### config.mk
export PLATFORM = sky130hd
export DESIGN_NAME = indexed_insert_remove_list
export DESIGN_NICKNAME = d
export VERILOG_FILES = /design/src/rtl/core/iirl_pkg.sv /design/src/rtl/core/iirl_ram.sv /design/src/rtl/core/iirl_dp.sv /design/src/rtl/core/iirl_ctrl.sv /design/src/rtl/core/indexed_insert_remove_list.sv
export SDC_FILE = /design/constraint.sdc
export NUM_CORES = 2
export LEC_CHECK = 0
export ABC_CLOCK_PERIOD_IN_PS = 6400
export BUFFER_PORTS_ARGS = -buffer_cell sky130_fd_sc_hd__clkbuf_2
export CORE_MARGIN = 3
export CORE_UTILIZATION = 40
export CTS_BUF_LIST = sky130_fd_sc_hd__clkbuf_2 sky130_fd_sc_hd__clkbuf_4 sky130_fd_sc_hd__clkbuf_8
export CTS_CLUSTER_DIAMETER = 200
export DETAILED_ROUTE_END_ITERATION = 7
export HOLD_SLACK_MARGIN = 0.15
export PLACE_DENSITY = 0.56
export SYNTH_ARGS = -nofsm -noshare
export SYNTH_HDL_FRONTEND = slang
export SYNTH_SLANG_ARGS = --single-unit
### constraint.sdc
create_clock -name clk_i -period 6.4 [get_ports clk_i]
set_input_delay 0.64 -clock clk_i [delete_from_list [all_inputs] [get_ports clk_i]]
set_output_delay 0.64 -clock clk_i [all_outputs]
set_load 0.1 [all_outputs]
### src/rtl/core/iirl_pkg.sv
package iirl_pkg;

  localparam int unsigned CapacityDefault = 64;

  localparam int unsigned OpW     = 3;
  localparam int unsigned PosW    = 7;
  localparam int unsigned DataW   = 32;
  localparam int unsigned CountW  = 7;
  localparam int unsigned StatusW = 2;

  typedef enum logic [OpW-1:0] {
    OpAppend     = 3'd0,
    OpRemoveLast = 3'd1,
    OpInsert     = 3'd2,
    OpRemoveAt   = 3'd3,
    OpRead       = 3'd4
  } op_e;

  typedef enum logic [StatusW-1:0] {
    StOk    = 2'd0,
    StFull  = 2'd1,
    StEmpty = 2'd2,
    StRange = 2'd3
  } status_e;

  typedef struct packed {
    logic [OpW-1:0]          operation;
    logic [PosW-1:0]         position;
    logic signed [DataW-1:0] value;
  } iirl_req_t;

  typedef struct packed {
    logic signed [DataW-1:0] read_value;
    logic [CountW-1:0]       count;
    logic [StatusW-1:0]      status;
  } iirl_rsp_t;

  // controller -> datapath
  typedef struct packed {
    logic load;
    logic append_wr;
    logic ins_start;
    logic rem_start;
    logic read_issue;
    logic shift_step;
    logic last_wr;
    logic finish;
  } iirl_cmd_t;

  // datapath -> controller
  typedef struct packed {
    op_e  op;
    logic ok;
    logic direct;
    logic step_last;
  } iirl_sts_t;

endpackage

### src/rtl/core/iirl_ram.sv
module iirl_ram #(
  parameter int unsigned Width = 32,
  parameter int unsigned Depth = 64
) (
  input  logic                     clk_i,
  input  logic                     we_i,
  input  logic [$clog2(Depth)-1:0] waddr_i,
  input  logic [Width-1:0]         wdata_i,
  input  logic                     re_i,
  input  logic [$clog2(Depth)-1:0] raddr_i,
  output logic [Width-1:0]         rdata_o
);

  logic [Width-1:0] mem_q [Depth];
  logic [Width-1:0] rdata_q;

  always_ff @(posedge clk_i) begin
    if (we_i) begin
      mem_q[waddr_i] <= wdata_i;
    end
    if (re_i) begin
      rdata_q <= mem_q[raddr_i];
    end
  end

  assign rdata_o = rdata_q;

endmodule

### src/rtl/core/iirl_dp.sv
module iirl_dp import iirl_pkg::*; #(
  parameter int unsigned Capacity = CapacityDefault
) (
  input  logic      clk_i,
  input  logic      rst_ni,
  input  iirl_req_t req_i,
  input  iirl_cmd_t cmd_i,
  output iirl_sts_t sts_o,
  output iirl_rsp_t rsp_o,
  output logic      done_o
);

  localparam int unsigned AddrW = $clog2(Capacity);
  localparam int unsigned CntW  = $clog2(Capacity + 1);
  localparam int unsigned CmpW  = ((CntW > PosW) ? CntW : PosW) + 1;

  logic [OpW-1:0]          op_q;
  logic [PosW-1:0]         pos_q;
  logic signed [DataW-1:0] val_q;
  logic [CntW-1:0]         cnt_q, cnt_d;
  logic [AddrW-1:0]        idx_q, idx_d;
  iirl_rsp_t               rsp_q, rsp_d;
  logic                    done_q;

  logic [CmpW-1:0]  pos_x, cnt_x, idx_x, waddr_x;
  status_e          st;
  logic             is_ins;
  logic             direct, step_last;

  logic             ram_we, ram_re;
  logic [AddrW-1:0] ram_waddr, ram_raddr;
  logic [DataW-1:0] ram_wdata, ram_rdata;

  always_ff @(posedge clk_i) begin
    if (cmd_i.load) begin
      op_q  <= req_i.operation;
      pos_q <= req_i.position;
      val_q <= req_i.value;
    end
  end

  assign pos_x  = CmpW'(pos_q);
  assign cnt_x  = CmpW'(cnt_q);
  assign idx_x  = CmpW'(idx_q);
  assign is_ins = (op_q == OpInsert);

  always_comb begin
    st = StOk;
    unique case (op_q) inside
      OpAppend: begin
        if (cnt_x >= CmpW'(Capacity)) st = StFull;
      end
      OpRemoveLast: begin
        if (cnt_q == '0) st = StEmpty;
      end
      OpInsert: begin
        if (cnt_x >= CmpW'(Capacity)) st = StFull;
        else if (pos_x > cnt_x)        st = StRange;
      end
      OpRemoveAt, OpRead: begin
        if (cnt_q == '0)         st = StEmpty;
        else if (pos_x >= cnt_x) st = StRange;
      end
      default: st = StOk;
    endcase
  end

  assign direct    = is_ins ? (pos_x == cnt_x) : (pos_x + CmpW'(1) == cnt_x);
  assign step_last = is_ins ? (idx_x == pos_x + CmpW'(1)) : (idx_x + CmpW'(2) >= cnt_x);

  assign sts_o.op        = op_e'(op_q);
  assign sts_o.ok        = (st == StOk);
  assign sts_o.direct    = direct;
  assign sts_o.step_last = step_last;

  // shift index: insert walks down from count, remove walks up from position
  always_comb begin
    idx_d = idx_q;
    if (cmd_i.ins_start) begin
      idx_d = AddrW'(cnt_q);
    end else if (cmd_i.rem_start) begin
      idx_d = AddrW'(pos_q);
    end else if (cmd_i.shift_step) begin
      idx_d = is_ins ? idx_q - AddrW'(1) : idx_q + AddrW'(1);
    end
  end

  always_ff @(posedge clk_i) begin
    idx_q <= idx_d;
  end

  assign ram_we    = cmd_i.append_wr | cmd_i.shift_step | cmd_i.last_wr;
  assign ram_waddr = cmd_i.append_wr  ? AddrW'(cnt_q) :
                     cmd_i.shift_step ? idx_q : AddrW'(pos_q);
  assign ram_wdata = cmd_i.shift_step ? ram_rdata : val_q;

  assign ram_re = cmd_i.read_issue | cmd_i.ins_start | cmd_i.rem_start |
                  (cmd_i.shift_step & ~step_last);

  always_comb begin
    if (cmd_i.read_issue) begin
      ram_raddr = AddrW'(pos_q);
    end else if (cmd_i.ins_start) begin
      ram_raddr = AddrW'(cnt_q - CntW'(1));
    end else if (cmd_i.rem_start) begin
      ram_raddr = AddrW'(pos_x + CmpW'(1));
    end else begin
      ram_raddr = is_ins ? idx_q - AddrW'(2) : idx_q + AddrW'(2);
    end
  end

  iirl_ram #(
    .Width (DataW),
    .Depth (Capacity)
  ) u_ram (
    .clk_i   (clk_i),
    .we_i    (ram_we),
    .waddr_i (ram_waddr),
    .wdata_i (ram_wdata),
    .re_i    (ram_re),
    .raddr_i (ram_raddr),
    .rdata_o (ram_rdata)
  );

  always_comb begin
    cnt_d = cnt_q;
    if (cmd_i.finish && st == StOk) begin
      case (op_q) inside
        OpAppend, OpInsert:       cnt_d = cnt_q + CntW'(1);
        OpRemoveLast, OpRemoveAt: cnt_d = cnt_q - CntW'(1);
        default:                  cnt_d = cnt_q;
      endcase
    end
  end

  always_comb begin
    rsp_d.read_value = ((op_q == OpRead) && (st == StOk)) ? signed'(ram_rdata) : '0;
    rsp_d.count      = CountW'(cnt_d);
    rsp_d.status     = st;
  end

  always_ff @(posedge clk_i or negedge rst_ni) begin
    if (!rst_ni) begin
      cnt_q  <= '0;
      done_q <= 1'b0;
    end else begin
      cnt_q  <= cnt_d;
      done_q <= cmd_i.finish;
    end
  end

  always_ff @(posedge clk_i) begin
    if (cmd_i.finish) begin
      rsp_q <= rsp_d;
    end
  end

  assign rsp_o  = rsp_q;
  assign done_o = done_q;

  assign waddr_x = CmpW'(ram_waddr);

`ifndef ASSERT_OFF
  a_cnt_bound: assert property (@(posedge clk_i) disable iff (!rst_ni)
    cnt_x <= CmpW'(Capacity))
    else $error("fill count above capacity");

  a_cnt_hold: assert property (@(posedge clk_i) disable iff (!rst_ni)
    !cmd_i.finish |=> $stable(cnt_q))
    else $error("fill count changed outside finish");

  a_wr_range: assert property (@(posedge clk_i) disable iff (!rst_ni)
    ram_we |-> waddr_x <= cnt_x)
    else $error("write beyond list end");

  a_rsp_count: assert property (@(posedge clk_i) disable iff (!rst_ni)
    done_q |-> rsp_q.count == CountW'(cnt_q))
    else $error("reported count differs from fill count");
`endif

endmodule

### src/rtl/core/iirl_ctrl.sv
module iirl_ctrl import iirl_pkg::*; (
  input  logic      clk_i,
  input  logic      rst_ni,
  input  logic      start,
  output logic      busy,
  input  iirl_sts_t sts_i,
  output iirl_cmd_t cmd_o
);

  typedef enum logic [4:0] {
    SIdle   = 5'b00001,
    SExec   = 5'b00010,
    SRdWait = 5'b00100,
    SShift  = 5'b01000,
    SLast   = 5'b10000
  } state_e;

  state_e state_q, state_d;

  always_comb begin
    state_d = state_q;
    cmd_o   = '0;
    unique case (state_q)
      SIdle: begin
        if (start) begin
          cmd_o.load = 1'b1;
          state_d    = SExec;
        end
      end
      SExec: begin
        state_d      = SIdle;
        cmd_o.finish = 1'b1;
        if (sts_i.ok) begin
          case (sts_i.op)
            OpAppend: cmd_o.append_wr = 1'b1;
            OpRead: begin
              cmd_o.read_issue = 1'b1;
              cmd_o.finish     = 1'b0;
              state_d          = SRdWait;
            end
            OpInsert: begin
              if (sts_i.direct) begin
                cmd_o.last_wr = 1'b1;
              end else begin
                cmd_o.ins_start = 1'b1;
                cmd_o.finish    = 1'b0;
                state_d         = SShift;
              end
            end
            OpRemoveAt: begin
              if (!sts_i.direct) begin
                cmd_o.rem_start = 1'b1;
                cmd_o.finish    = 1'b0;
                state_d         = SShift;
              end
            end
            default: ;
          endcase
        end
      end
      SRdWait: begin
        cmd_o.finish = 1'b1;
        state_d      = SIdle;
      end
      SShift: begin
        cmd_o.shift_step = 1'b1;
        if (sts_i.step_last) begin
          if (sts_i.op == OpInsert) begin
            state_d = SLast;
          end else begin
            cmd_o.finish = 1'b1;
            state_d      = SIdle;
          end
        end
      end
      SLast: begin
        cmd_o.last_wr = 1'b1;
        cmd_o.finish  = 1'b1;
        state_d       = SIdle;
      end
      default: state_d = SIdle;
    endcase
  end

  always_ff @(posedge clk_i or negedge rst_ni) begin
    if (!rst_ni) begin
      state_q <= SIdle;
    end else begin
      state_q <= state_d;
    end
  end

  assign busy = (state_q != SIdle);

endmodule

### src/rtl/core/indexed_insert_remove_list.sv
// Ordered list of signed 32-bit values with append, remove last, insert at
// index, remove at index and read at index.
// Input: an item (req_i) is taken at a clock edge where start is high and
// busy is low. Output: one result item per input item on rsp_o, shown for
// exactly one cycle while done_o is high; the receiver cannot stall it.
// Steps from the accepting edge to the done_o cycle: append, remove last,
//   failed ops, insert at the end and remove of the last entry finish in
//   the execute state; read adds a read-wait state; insert moves
//   n = count - position entries in the shift state, then writes the value
//   in the last state; remove at moves n = count - position - 1 entries.
// Entries move one per cycle through the single-port-pair entry RAM, which
// sets the shift time. The next item is accepted in the cycle its
// predecessor's result is shown.
// Reset clears the count and the controller; the entry RAM is not cleared
// and needs no clearing pass, since only entries below the count are read.
module indexed_insert_remove_list import iirl_pkg::*; #(
  parameter int unsigned CAPACITY = CapacityDefault
) (
  input  logic      clk_i,
  input  logic      rst_ni,
  input  logic      start,
  output logic      busy,
  input  iirl_req_t req_i,
  output iirl_rsp_t rsp_o,
  output logic      done_o
);

  iirl_cmd_t cmd;
  iirl_sts_t sts;

  iirl_ctrl u_ctrl (
    .clk_i  (clk_i),
    .rst_ni (rst_ni),
    .start  (start),
    .busy   (busy),
    .sts_i  (sts),
    .cmd_o  (cmd)
  );

  iirl_dp #(
    .Capacity (CAPACITY)
  ) u_dp (
    .clk_i  (clk_i),
    .rst_ni (rst_ni),
    .req_i  (req_i),
    .cmd_i  (cmd),
    .sts_o  (sts),
    .rsp_o  (rsp_o),
    .done_o (done_o)
  );

endmodule
==> After elaboration in Yosys (flattened, before gate mapping) <==
Memories as Yosys holds them, arrays and structs flattened. A register that Yosys moved wholly into a read port is not among the register bits.
Index checks and enable logic that the tools add are counted.
{ "totals": {"output_inout_bits": 43, "mem_bits_rw": 2048, "inputBits": 45, "mem_count": 1, "register_bits": 102, "wordCells": 107} }
{ "classes": {"add_sub_neg": 8, "muxes": 50, "n_bitwise": 7, "eq_ne": 15, "magnitude_cmp": 4, "n_reduce_logical": 12} }
{ "mem_list": {"columns": ["name", "words", "word_bits", "read_ports", "rd_clocked_by_memory_dff", "write_ports", "line", "source"], "rows": [
  ["u_dp.u_ram.mem_q", 64, 32, 1, 1, 1, "iirl_ram.sv:14", "logic [Width-1:0] mem_q [Depth];"]
]} }
{ "ops": {"columns": ["operator", "n"], "rows": [
  ["6-bit two-way mux", 10],
  ["32-bit two-way mux", 1],
  ["7-bit two-way mux", 3],
  ["5-bit two-way mux", 4],
  ["1-bit two-way mux", 17],
  ["5-bit one-hot mux with 3 select lines", 1],
  ["2-bit two-way mux", 6],
  ["4-bit two-way mux", 3],
  ["5-bit one-hot mux with 2 select lines", 1],
  ["2-bit OR reduction", 5],
  ["7-bit by 1-bit adder with 8-bit output (second input constant)", 1],
  ["6-bit by 8-bit equality test with 1-bit output", 1],
  ["8-bit by 7-bit equality test with 1-bit output", 1],
  ["8-bit by 7-bit >= comparator with 1-bit output", 1],
  ["2-bit one-hot mux with 4 select lines", 1],
  ["6-bit by 2-bit adder with 7-bit output (second input constant)", 1],
  ["7-bit by 1-bit adder with 7-bit output (second input constant)", 1],
  ["7-bit equality test", 1],
  ["7-bit >= comparator", 1],
  ["7-bit >= comparator (second input constant)", 1],
  ["7-bit > comparator", 1],
  ["7-bit zero test", 1],
  ["7-bit by 1-bit subtractor with 7-bit output (second input constant)", 1],
  ["6-bit by 1-bit adder with 6-bit output (second input constant)", 1],
  ["other kinds (24)", 31]
]} }

==> Depth between registers and ports, before layout <==
{ "logic_depth": {"word_depth": 11, "depth_mapped": 19, "ltp_nobuf": 13} }

==> Hierarchy <==
A second synthesis with hierarchy kept.
{ "unflattened": {"hier_cells": 3796, "area_unflattened_um2": 84544.8} }
{ "modules_own_cells": {"columns": ["module", "seq_area_each_um2", "cells_per_inst", "area_each_um2", "instances"], "rows": [
  ["iirl_ram", 62459.9, 3324, 78835.6, 1],
  ["iirl_dp", 2872.8, 427, 5347.6, 1],
  ["iirl_ctrl", 126.4, 45, 361.6, 1]
]} }

==> Least setup slack after synthesis <==
No wires, ideal clock.
{ "synth_path": {"path_kind": "reg2reg", "startpoint": "reg u_dp.cnt_q[5]", "endpoint": "mem u_dp.u_ram.mem_q[62][0], enable pin", "synth_period_minus_slack_ps": 4878, "required_time_ps": 5979, "stages_incl_launch_ff": 14, "setup_time_ps": 421, "arrival_time_ps": 4457, "path_slack_ps": 1522, "n_path_buf": 3, "path_cell_list": "dfrtp_1 -> clkbuf_1 -> inv_1 -> ha_1 -> nand4_1 -> o21a_1 -> o22ai_2 -> nand2_1 -> or4_1 -> clkbuf_1 -> clkbuf_1 -> a31oi_1 -> nand3_1 -> nor2_1"} }
{ "synth_via": {"elab_chain_len": 11, "elab_cells_between_ends": 26, "cone_classes": "order compare: 3; eq/ne: 2; mux: 17; bitwise: 2; reduce/logical: 2"} }
{ "synth_rtl": {"columns": ["element", "line", "source"], "rows": [
  ["start: declaration", "iirl_dp.sv:20", "logic [CntW-1:0] cnt_q, cnt_d;"],
  ["start signal: assignment", "iirl_dp.sv:147", "cnt_q <= cnt_d;"],
  ["7-bit >= comparator or 7-bit > comparator (tied branches)", "iirl_dp.sv:62, iirl_dp.sv:58", null],
  ["2-bit two-way mux (on tied branches)", "iirl_dp.sv:62, iirl_dp.sv:58", null],
  ["2-bit two-way mux (on tied branches)", "iirl_dp.sv:61, iirl_dp.sv:57", null],
  ["2-bit one-hot mux with 4 select lines", "iirl_dp.sv:49", "unique case (op_q) inside"],
  ["2-bit zero test", "iirl_dp.sv:72", "assign sts_o.ok = (st == StOk);"],
  ["4-bit two-way mux", "iirl_ctrl.sv:33", "if (sts_i.ok) begin"],
  ["4-bit two-way mux", "iirl_ctrl.sv:23", "unique case (state_q)"],
  ["1-bit bitwise OR (2 in series)", "iirl_dp.sv:92", "assign ram_we = cmd_i.append_wr | cmd_i.shift_step | cmd_i.last_wr;"],
  ["1-bit two-way mux", "iirl_ram.sv:18", "if (we_i) begin"],
  ["1-bit two-way mux (not written as such)", "iirl_ram.sv:19", "mem_q[waddr_i] <= wdata_i;"],
  ["end: declaration", "iirl_ram.sv:14", null]
]} }
Parallel ways exist; a longest one is shown, timed or not.

==> Worst setup path after layout <==
{ "layout_path": {"startpoint": "reg u_dp.pos_q[1]", "endpoint": "reg u_dp.u_ram.rdata_q[5] (netlist: u_dp.u_ram.rdata_o[5]), read port of u_dp.u_ram.mem_q (data pin)"} }
{ "layout_via": {"elab_chain_len": 10, "elab_cells_between_ends": 27, "cone_classes": "add/sub: 1; order compare: 2; eq/ne: 3; mux: 15; bitwise: 5; reduce/logical: 1"} }
{ "layout_rtl": {"columns": ["element", "line", "source"], "rows": [
  ["start: declaration", "iirl_dp.sv:18", "logic [PosW-1:0] pos_q;"],
  ["start signal: assignment", "iirl_dp.sv:37", "pos_q <= req_i.position;"],
  ["7-bit by 1-bit adder with 8-bit output (tied with other cells)", "iirl_dp.sv:68, iirl_dp.sv:69", null],
  ["8-bit by 7-bit equality test with 1-bit output (tied with other cells)", "iirl_dp.sv:68", "assign direct = is_ins ? (pos_x == cnt_x) : (pos_x + CmpW'(1) == cnt_x);"],
  ["1-bit two-way mux (tied with other cells)", "iirl_dp.sv:68", null],
  ["1-bit two-way mux or 2-bit one-hot mux with 4 select lines (tied branches)", "iirl_ctrl.sv:42, iirl_ctrl.sv:51, iirl_dp.sv:49", null],
  ["1-bit two-way mux or 2-bit zero test (tied branches)", "iirl_ctrl.sv:34, iirl_dp.sv:72", null],
  ["4-bit two-way mux", "iirl_ctrl.sv:33", null],
  ["4-bit two-way mux", "iirl_ctrl.sv:23", null],
  ["6-bit two-way mux or 1-bit bitwise OR (tied branches)", "iirl_dp.sv:105, iirl_dp.sv:97", null],
  ["6-bit two-way mux or 1-bit bitwise OR (tied branches)", "iirl_dp.sv:103, iirl_dp.sv:97", null],
  ["6-bit two-way mux or 1-bit bitwise OR (tied branches)", "iirl_dp.sv:101, iirl_dp.sv:97", null],
  ["end: declaration", "iirl_ram.sv:15", "logic [Width-1:0] rdata_q;"]
]} }
Parallel ways exist; a longest one is shown, timed or not.
A chain may end at the register's enable or synchronous reset.

==> implementation parameters <==
Parameter                              Value

Run status
  Status    complete, but fails checks
  Failing checks    max-capacitance violations, max-slew violations

Route
  Remaining routing DRC violations    0
  Violation count after the first detailed-route iteration    7182
  Via total after detailed routing    58.2k
  Routed wire length    295 mm
  Per-cell via count in the routed design    5.98
  Number of nets still failing antenna checks after routing    0
  Post-detailed-route wirelength per cell    30.3 um
  Number of detailed-route iterations in the first pass    8

Synthesis
  Combined area of all synthesized cells    88800 sq um
  Synth async-reset ratio    0.00596
  Share of the synthesized area in the top cell type    0.734
  EDFF count, synth    2169
  Top cells by area in the synthesized netlist    sky130_fd_sc_hd__edfxtp_1, sky130_fd_sc_hd__nand2_1, sky130_fd_sc_hd__a21oi_1
  Count of synthesis-stage warnings from yosys    0
  Post-Synthesis Net Count    6208
  Synth Instances    6139
  Share of the yosys chip area belonging to registers    0.737
  Post-synth cell types    79
  Most area-hungry cell type in the Yosys netlist    sky130_fd_sc_hd__edfxtp_1
  Main synth FF type    sky130_fd_sc_hd__edfxtp_1
  Mean instance size in the synthesized netlist    14.5 sq um
  Register bit total from synthesis    2182

CTS
  Clock root buffer    sky130_fd_sc_hd__clkbuf_8
  Maximum clock path buffer count    4
  Count of instances resized after the clock tree is built    0
  H-tree Lvls    5
  Post-CTS repair timing setup buffer count    0
  Sink count of the clock tree    2182
  Number of buffers inserted for hold repair after clock tree synthesis    46
  Clock tree from TritonCTS    done
  Clock input transition at the sequential cells of the worst setup and hold paths    0.06 ns
  Clock Latency Late Sink    1.08 ns
  Clock buffers created by TritonCTS    372

Worst setup path
  Capture instance of the worst register-to-register path    u_dp.u_ram.rdata_o[5]
  Class of the most critical setup path    register to register
  Capturing element type of the critical path    register
  Worst Setup EP    u_dp.u_ram.rdata_o[5]
  Worst setup SP type    register
  Logic depth of the worst path, buffers included    15
  Delay-heaviest family, CP    compound AO/OA/AOI/OAI gates
  Delay of the slowest cell on the worst path    0.66 ns
  Number of buffers and inverters on the critical path    3
  Arrival time at the worst endpoint    7.15 ns
  Max FO, Critical Path    63
  Register-to-Register Path Depth    15
  CP most frequent cell    sky130_fd_sc_hd__buf_4
  Crit path required time    7.24 ns
  Slowest CP cell    sky130_fd_sc_hd__buf_4
  R2r setup slk    0.1 ns
  Cell-by-cell listing of the critical path    ha_1 > nand2_1 > or3_4 > a21oi_1 > o41ai_4 > o221ai_4 > buf_4 > a211o_4 > buf_4 > buf_4 > a21oi_1 > a22o_1 > a22oi_1 > o211ai_1 > a221oi_2
  Reg2Reg Launch Point    u_dp.pos_q[1]
  First element of the critical path    u_dp.pos_q[1]

Global routing
  Via count of the first global-routing pass    55.8k
  Global-route wire length before repair    418 mm
  Largest net degree at the start of global routing    110
  Initial antenna violation count    12
  Total track usage    0.252
  Aggregate global routing overflow    0

Floorplanning
  Core Area    220000 sq um
  Die footprint    228000 sq um
  Number of standard-cell rows in the floorplan    172
  Initial core utilization    0.403
  Die Wd    477 um
  Top-Level Pins    88
  Die height    477 um

Final layout
  Storage cell area    65500 sq um
  Fillers    19.2k
  NumNets Final    6569
  Multi-input gate area in the final layout    21700 sq um
  Share of cells above drive strength 1    0.169
  Post-route core utilization    0.465
  Area delta synth->final    15.2%
  Highest-count cells in the layout ignoring fill and taps    sky130_fd_sc_hd__edfxtp_1, sky130_fd_sc_hd__nand2_1, sky130_fd_sc_hd__a21oi_1
  Most common cell after layout, fill and taps aside    sky130_fd_sc_hd__edfxtp_1
  Final std cell area, no fill    102000 sq um

STA
  Slew at the pin closest to its max-slew limit    1.53 ns
  Worst hold slack    0.290 ns
  Maximum clock frequency    159 MHz
  Final hold violation count    0
  Aggregate negative setup slack    0 ns
  Final setup violation count    0
  RSZ-0062 raised after global routing    false
  Relative slew slack    -0.0221
  Clock Skew    0.0971 ns
  Period Utilization, post-route    0.985
  Total count of max-transition violations in the final report    2
  Minimum clock period    6.30 ns

Placed design
  Count of port buffers added during placement    87
  Post-DP HPWL    174 mm
  Final weighted congestion in routability-driven placement    0.913
  Cell area after placement    95000 sq um

Worst hold path
  HP Class    input port to register

Power
  Total power draw    0.0385 W
  VDD IR max    0.169 mV
  Power density over cell area    376 nW/um^2
  Static leakage power    33.9 nW

Run
  Number of maximum-capacitance violations    1
registers in the layout, summed over array words and instances, names as in the netlist:
name,flops
u_ctrl.state_q,5
u_dp.u_ram.rdata_o,32
u_dp.cnt_q,7
u_dp.idx_q,6
u_dp.pos_q,7
u_dp.rsp_o,41
u_dp.u_ram.mem_q,2048
u_dp.done_o,1
u_dp.op_q,3
u_dp.val_q,32
cell type report:
cell class / instances / area share
clock inverters: 130 / 0.00619
inverters: 107 / 0.00393
clock buffers: 511 / 0.0606
flip-flops and latches: 2182 / 0.640
multi-input cells: 3409 / 0.212
repair buffers: 428 / 0.0415
well taps: 2958 / 0.0362
diodes: 4 / 0.0000978
cells by family after synthesis:
logic type               after synthesis  share of synthesized area
adder cells (fa/ha/maj)               24                    0.00355
multiplexers                         236                     0.0284
AO/OA/AOI/OAI                       1679                      0.134
AND/OR/NAND/NOR                     1434                     0.0658
buffers and inverters                548                     0.0270
flip-flops                          2182                      0.737
XOR/XNOR                              36                    0.00355
Yosys cell counts (5+ instances only):
library cell / n
sky130_fd_sc_hd__nor2_1: 119
sky130_fd_sc_hd__o221ai_1: 29
sky130_fd_sc_hd__a311oi_1: 27
sky130_fd_sc_hd__dfrtp_1: 12
sky130_fd_sc_hd__mux2i_1: 198
sky130_fd_sc_hd__a22oi_1: 144
sky130_fd_sc_hd__nand3_1: 89
sky130_fd_sc_hd__nor3_1: 35
sky130_fd_sc_hd__a32oi_1: 86
sky130_fd_sc_hd__a221oi_1: 47
sky130_fd_sc_hd__o22ai_1: 30
sky130_fd_sc_hd__xor2_1: 14
sky130_fd_sc_hd__buf_2: 126
sky130_fd_sc_hd__o211ai_1: 59
sky130_fd_sc_hd__nand2_1: 1096
sky130_fd_sc_hd__nand2b_1: 14
sky130_fd_sc_hd__o21ai_0: 80
sky130_fd_sc_hd__buf_4: 35
sky130_fd_sc_hd__and3_1: 5
sky130_fd_sc_hd__a2111oi_0: 107
sky130_fd_sc_hd__o32ai_1: 27
sky130_fd_sc_hd__o31ai_1: 29
sky130_fd_sc_hd__a22o_1: 86
sky130_fd_sc_hd__mux4_2: 10
sky130_fd_sc_hd__a211oi_1: 153
sky130_fd_sc_hd__clkbuf_1: 234
sky130_fd_sc_hd__a21oi_1: 554
sky130_fd_sc_hd__a31oi_1: 36
sky130_fd_sc_hd__xnor2_1: 22
sky130_fd_sc_hd__ha_1: 22
sky130_fd_sc_hd__and2_1: 37
sky130_fd_sc_hd__a32o_1: 32
sky130_fd_sc_hd__a211o_1: 12
sky130_fd_sc_hd__inv_1: 106
sky130_fd_sc_hd__mux2_2: 28
sky130_fd_sc_hd__buf_1: 38
sky130_fd_sc_hd__a21o_1: 64
sky130_fd_sc_hd__a221oi_2: 28
sky130_fd_sc_hd__nor4_1: 6
sky130_fd_sc_hd__buf_6: 7
sky130_fd_sc_hd__edfxtp_1: 2169
sky130_fd_sc_hd__a2111o_1: 27
stage by stage:
step / instances / setup slack (ns)
global route: 9728 / 0.0134
finish: 9729 / 0.0976
detailed placement: 9038 / 0.134
floorplan: 6139 / 1.52
CTS: 9725 / 0.123
global placement: 9038 / 0.216
power by group:
group | leakage (nW) | switching [W] | total [W] | internal (W)
sequential | 19.7 | 0.000177 | 0.0168 | 0.0166
clock | 3.65 | 0.00555 | 0.0119 | 0.00634
combinational | 10.6 | 0.00710 | 0.00980 | 0.00269
total | 33.9 | 0.0128 | 0.0385 | 0.0257
how the worst min path moves through the flow:
stage                                   end  depth (start not counted)       from  slack [ns]
final                          u_dp.op_q[0]                          2  req_i[39]        0.29
after CTS                      u_dp.op_q[0]                          2  req_i[39]        0.19
after global routing           u_dp.op_q[0]                          2  req_i[39]        0.22
after detailed placement      u_dp.cnt_q[3]                          1     rst_ni        0.60
after floorplan           u_ctrl.state_q[1]                          0     rst_ni        0.34
after global placement        u_dp.cnt_q[4]                          1     rst_ni        0.60
per-layer routing:
layer,global-route usage,vias to the layer above,wire [um]
met5,0,-,24
met4,0.103,4,12600
li1,-,24700,-
met3,0.0496,583,27000
met2,0.394,3206,136000
met1,0.346,29700,119000
Power figures use the tool's default switching activity.
